`config.mk`:
```
export PLATFORM = sky130hd
export DESIGN_NAME = fvg_div_chain
export DESIGN_NICKNAME = d
export VERILOG_FILES = /design/src/rtl/fvg_div_cell.sv /design/src/rtl/fvg_div_chain.sv
export SDC_FILE = /design/constraint.sdc
export NUM_CORES = 2
export LEC_CHECK = 0
export ABC_AREA = 1
export BUFFER_PORTS_ARGS = -buffer_cell sky130_fd_sc_hd__buf_2
export CAP_MARGIN = 20
export CORE_AREA = 2 2 385 387
export DETAILED_ROUTE_END_ITERATION = 7
export DIE_AREA = 0 0 387 389
export GPL_ROUTABILITY_DRIVEN = 1
export GPL_TIMING_DRIVEN = 0
export PLACE_DENSITY = 0.65
export SLEW_MARGIN = 20
export SYNTH_ARGS = -nofsm -noshare
export SYNTH_HDL_FRONTEND = slang
export SYNTH_SLANG_ARGS = --single-unit
```
`constraint.sdc`:
```
create_clock -name clk -period 2.87 [get_ports clk]
set_clock_uncertainty 0.05 [all_clocks]
set_input_delay 0.287 -clock clk [delete_from_list [all_inputs] [get_ports clk]]
set_output_delay 0.287 -clock clk [all_outputs]
set_load 0.05 [all_outputs]
```
`src/rtl/fvg_div_cell.sv`:
```
module fvg_div_cell #(
  parameter int unsigned W = 22,
  parameter int unsigned DW = 16,
  parameter int unsigned BIT = 0
) (
  input  logic          clk,
  input  logic          en,
  input  logic [W-1:0]  num_i,
  input  logic [W-1:0]  quo_i,
  input  logic [W-1:0]  rem_i,
  input  logic [DW-1:0] div_i,
  output logic [W-1:0]  num_o,
  output logic [W-1:0]  quo_o,
  output logic [W-1:0]  rem_o,
  output logic [DW-1:0] div_o
);

  logic [W:0] sh;
  logic [W:0] df;
  logic       ge;
  logic [W-1:0] num_r, quo_r, rem_r;
  logic [DW-1:0] div_r;

  always_comb begin
    sh = {rem_i, num_i[BIT]};
    df = sh - (W+1)'(div_i);
    ge = sh >= (W+1)'(div_i);
  end

  always_ff @(posedge clk) begin
    if (en) begin
      num_r <= num_i;
      div_r <= div_i;
      rem_r <= ge ? df[W-1:0] : sh[W-1:0];
      quo_r <= quo_i | (ge ? (W'(1) << BIT) : '0);
    end
  end

  assign num_o = num_r;
  assign quo_o = quo_r;
  assign rem_o = rem_r;
  assign div_o = div_r;

endmodule

```
`src/rtl/fvg_div_chain.sv`:
```
module fvg_div_chain #(
  parameter int unsigned W = 22,
  parameter int unsigned DW = 16
) (
  input  logic          clk,
  input  logic          en,
  input  logic [W-1:0]  num_i,
  input  logic [DW-1:0] div_i,
  output logic [W-1:0]  quo_o
);

  logic [W-1:0]  num_s [W+1];
  logic [W-1:0]  quo_s [W+1];
  logic [W-1:0]  rem_s [W+1];
  logic [DW-1:0] div_s [W+1];

  assign num_s[0] = num_i;
  assign quo_s[0] = '0;
  assign rem_s[0] = '0;
  assign div_s[0] = div_i;

  for (genvar i = 0; i < W; i++) begin : g_cell
    fvg_div_cell #(.W(W), .DW(DW), .BIT(W-1-i)) u_cell (
      .clk(clk), .en(en),
      .num_i(num_s[i]), .quo_i(quo_s[i]), .rem_i(rem_s[i]), .div_i(div_s[i]),
      .num_o(num_s[i+1]), .quo_o(quo_s[i+1]), .rem_o(rem_s[i+1]),
      .div_o(div_s[i+1])
    );
  end

  assign quo_o = quo_s[W];

endmodule

```
==> impl_metrics.csv <==
group,metric,value,unit
status,status,"finished clean",
placement,place_inst,10700,
logic_synthesis,synth_compound_area_share,2.58,%
sta,setup_tns,0,ps
floorplanning,die_w,387,um
logic_synthesis,synthSimpleGateAreaFrac,27.2,%
sta,fmax,0.383,GHz
pwr,p_int,44.8,mW
clocking,cts_resized,0,
global_routing,antenna_found_initial,1,
logic_synthesis,synth_cells,8714,
global_routing,grt_max_degree,152,
global_routing,grt_usage,23.7,%
sta,timing.final.crit_period,2610,ps
detailed_routing,met2_length,83300,um
detailed_routing,drt_first_iter_violations,4345,
pwr,switching_power,27.6,mW
critical_path,required,3400,ps
pwr,irDropWorstVdd,673,uV
global_routing,grt_pass1_vias,52200,
pwr,p_sw_share,38.1,%
detailed_routing,first_pass_iters,5,
critical_path,critPathLaunchType,"flip-flop",
detailed_routing,wl_met3,8630,um
clocking,clock_sinks,1277,
pwr,pwr-share-clk,25.6,%
cells_and_area,drive_above_1_share,5.86,%
pwr,power,72.4,mW
sta,worst_slew_pin_slew,855,ps
clocking,clk_latency,780,ps
detailed_routing,viasPerCell,4.96,
logic_synthesis,synth_top_family_by_area,"simple AND/OR/NAND/NOR gates",
clocking,clk_pin_slew,60,ps
cells_and_area,final_cells,11000,
critical_path,cp_slowest_cell,"edfxtp_1",
logic_synthesis,synth_area,72800,sq um
cells_and_area,syn_to_final_growth,11.2,%
critical_path,critical_path_class,"flip-flop to flip-flop",
cells_and_area,final_net_count,9365,
critical_path,slowest_delay,540,ps
logic_synthesis,synth_edf_count,1277,
floorplanning,rows,141,
critical_path,crit_arrival,3140,ps
detailed_routing,wirelength,178000,um
cells_and_area,layout_common_cells,"3,469 x nand2_1, 1,608 x inv_1, 1,277 x edfxtp_1, 582 x nor2_1, 501 x nand3_1",
placement,hpwl,137000,um
sta,slew_viol_final,0,
logic_synthesis,muxShareOfSynthArea,0,%
pwr,combPwrFrac,36.6,%
floorplanning,dieArea,151000,sq um
clocking,clock_path_buffers,3,
cells_and_area,fillers,13500,
placement,io_buffers,61,
cells_and_area,antennaDiodeCount,0,
sta,finalSetupViolations,0,
sta,hold_viol_final,0,
clocking,cts_setup_buffers,0,
sta,hold_ws,169,ps
critical_path,cp_common_cell,"nand2_1",
floorplanning,coreArea,147000,sq um
logic_synthesis,syn_avg_cell_area,8.36,sq um
critical_path,regToRegSetupSlack,260,ps
clocking,holdBufCountCts,39,
detailed_routing,wl_per_cell,16.1,um
clocking,h-tree-depth,4,
critical_path,cp_cell_sequence,"inv_1, ha_1, inv_1, fa_1, nand2_1, nand3_1, nand3_1, nand2_1, nand2_1, nand4_1, a21oi_1",
floorplanning,die_y,389,um
logic_synthesis,yosysTopAreaCell,"edfxtp_1",
logic_synthesis,synth_top_area_share,52.6,%
pwr,leakage,38.7,nW
pwr,p_seq_share,37.8,%
global_routing,grt_pass1_wl,281000,um
detailed_routing,remaining_drc_errors,0,
logic_synthesis,yosys_register_bits,1277,
critical_path,worst-path-max-fanout,4,
pwr,power_density,894,nW/um^2
cells_and_area,fin_util,55.3,%
critical_path,end_kind,"flip-flop",
logic_synthesis,synth_cell_types,39,
logic_synthesis,synth-adder-area-share,6.35,%
logic_synthesis,yosys-top-cells-area,"edfxtp_1 53%, nand2_1 18%, inv_1 8.3%, ha_1 5.8%, nand3_1 3.4%",
logic_synthesis,synth_flop_cell,"edfxtp_1",
logic_synthesis,synth_xor_area_share,1.94,%
flow_run,maxCapViolCount,0,
floorplanning,initial_utilization,49.7,%
clocking,clockRootBuffer,"clkbuf_16",
logic_synthesis,async_reset_ff_share,0,%
floorplanning,io_pins,62,
detailed_routing,dr.max_layer_used,"met4",
detailed_routing,wl_met1,81300,um
cells_and_area,final_common_cell,"nand2_1",
sta,final.period_utilization,90.9,%
placement,gp_congestion,0.944,
clocking,cts_buffers,142,
sta,slew_headroom,43.0,%
global_routing,grt_overflow,0,
logic_synthesis,ys_seq_area_share,52.6,%
hold_path,holdCritPathClass,"primary input to flip-flop",
logic_synthesis,syn_nets,9112,
detailed_routing,vias,54700,
logic_synthesis,ys_warn_count,0,
detailed_routing,ant_nets,0,
sta,rsz0062_at_grt,"false",
clocking,cts_tree,"built",
## registers in the layout, summed over array words and instances (netlist names)
signal               count
g_cell.u_cell.num_o    231
g_cell.u_cell.quo_o    253
g_cell.u_cell.rem_o    457
g_cell.u_cell.div_o    336
## power by group through the flow
stage          sequential, mW  clock [mW]  combinational (mW)
2_1_floorplan            26.5           0                19.6
3_3_place_gp             28.5           0                25.8
3_5_place_dp             27.8           0                26.1
4_1_cts                  27.4        19.1                26.3
5_1_grt                  27.7        19.8                30.5
6_report                 27.4        18.6                26.5
## critical path: cells and delay by family, from the launching register on
kind            cells  cell delay [ps]
compound gates      1              270
fa+ha+maj           2              620
simple gates        6              710
flops               1              540
buf+inv             2              210
## area by class of cell
class                      instances  area [sq um]  share of cell area [%]
inverter                        1625          6100                    7.53
buffer                            72           651                   0.803
sequential                      1277         38300                    47.3
clock buffer                     159          3640                    4.49
multi-input combinational       5740         27800                    34.3
clock inverter                    99          1160                    1.43
tap                             1930          2410                    2.98
timing repair buffer             109           958                    1.18
## path summary, 6_finish.rpt
| kind | start | to | cells past startpoint |
|---|---|---|---|
| setup reg to reg | g_cell[10].u_cell.num_o[10] | g_cell[11].u_cell.rem_o[20] | 11 |
| setup / recovery | g_cell[10].u_cell.num_o[10] | g_cell[11].u_cell.rem_o[20] | 11 |
| hold / removal | num_i[16] | g_cell[0].u_cell.num_o[16] | 2 |
| hold reg to reg | g_cell[13].u_cell.quo_o[21] | g_cell[14].u_cell.quo_o[21] | 0 |
## through the flow
| stage | setup WS (ps) | cell area [sq um] |
|---|---|---|
| 2_1_floorplan | 883 | 72800 |
| 3_3_place_gp | -18070 | 75600 |
| 3_5_place_dp | 178 | 75800 |
| 4_1_cts | 205 | 81000 |
| 5_1_grt | 64.4 | 81000 |
| 6_report | 260 | 81000 |
## cell families after synthesis
kind of cell | count (synthesis)
flip-flops | 1277
buffers and inverters | 1697
XOR/XNOR | 161
AND/OR/NAND/NOR | 4862
adder cells (fa/ha/maj) | 358
AO/OA/AOI/OAI | 359
## Yosys cell counts, types with 8 or more instances
cell	n
nand3_1	501
nand4_1	89
nand3b_1	31
fa_1	20
nand2_1	3469
nor3_1	39
nand2_2	55
or2_2	22
o21ai_0	35
and2_1	16
nor2_1	582
nand3_2	9
buf_4	30
xor2_1	141
nor2_2	23
buf_6	29
inv_1	1608
inv_2	17
nand2_4	8
xnor2_1	20
buf_2	9
a21oi_2	11
edfxtp_1	1277
a21oi_1	296
ha_1	338
## metal layers
metal	track usage, %	vias to the layer above
li1	-	28100
met1	32.5	25100
met2	39.6	1221
met3	3.13	251
met4	6.58	0
met5	0	-
No activity file was read; power rests on OpenSTA's default activity.
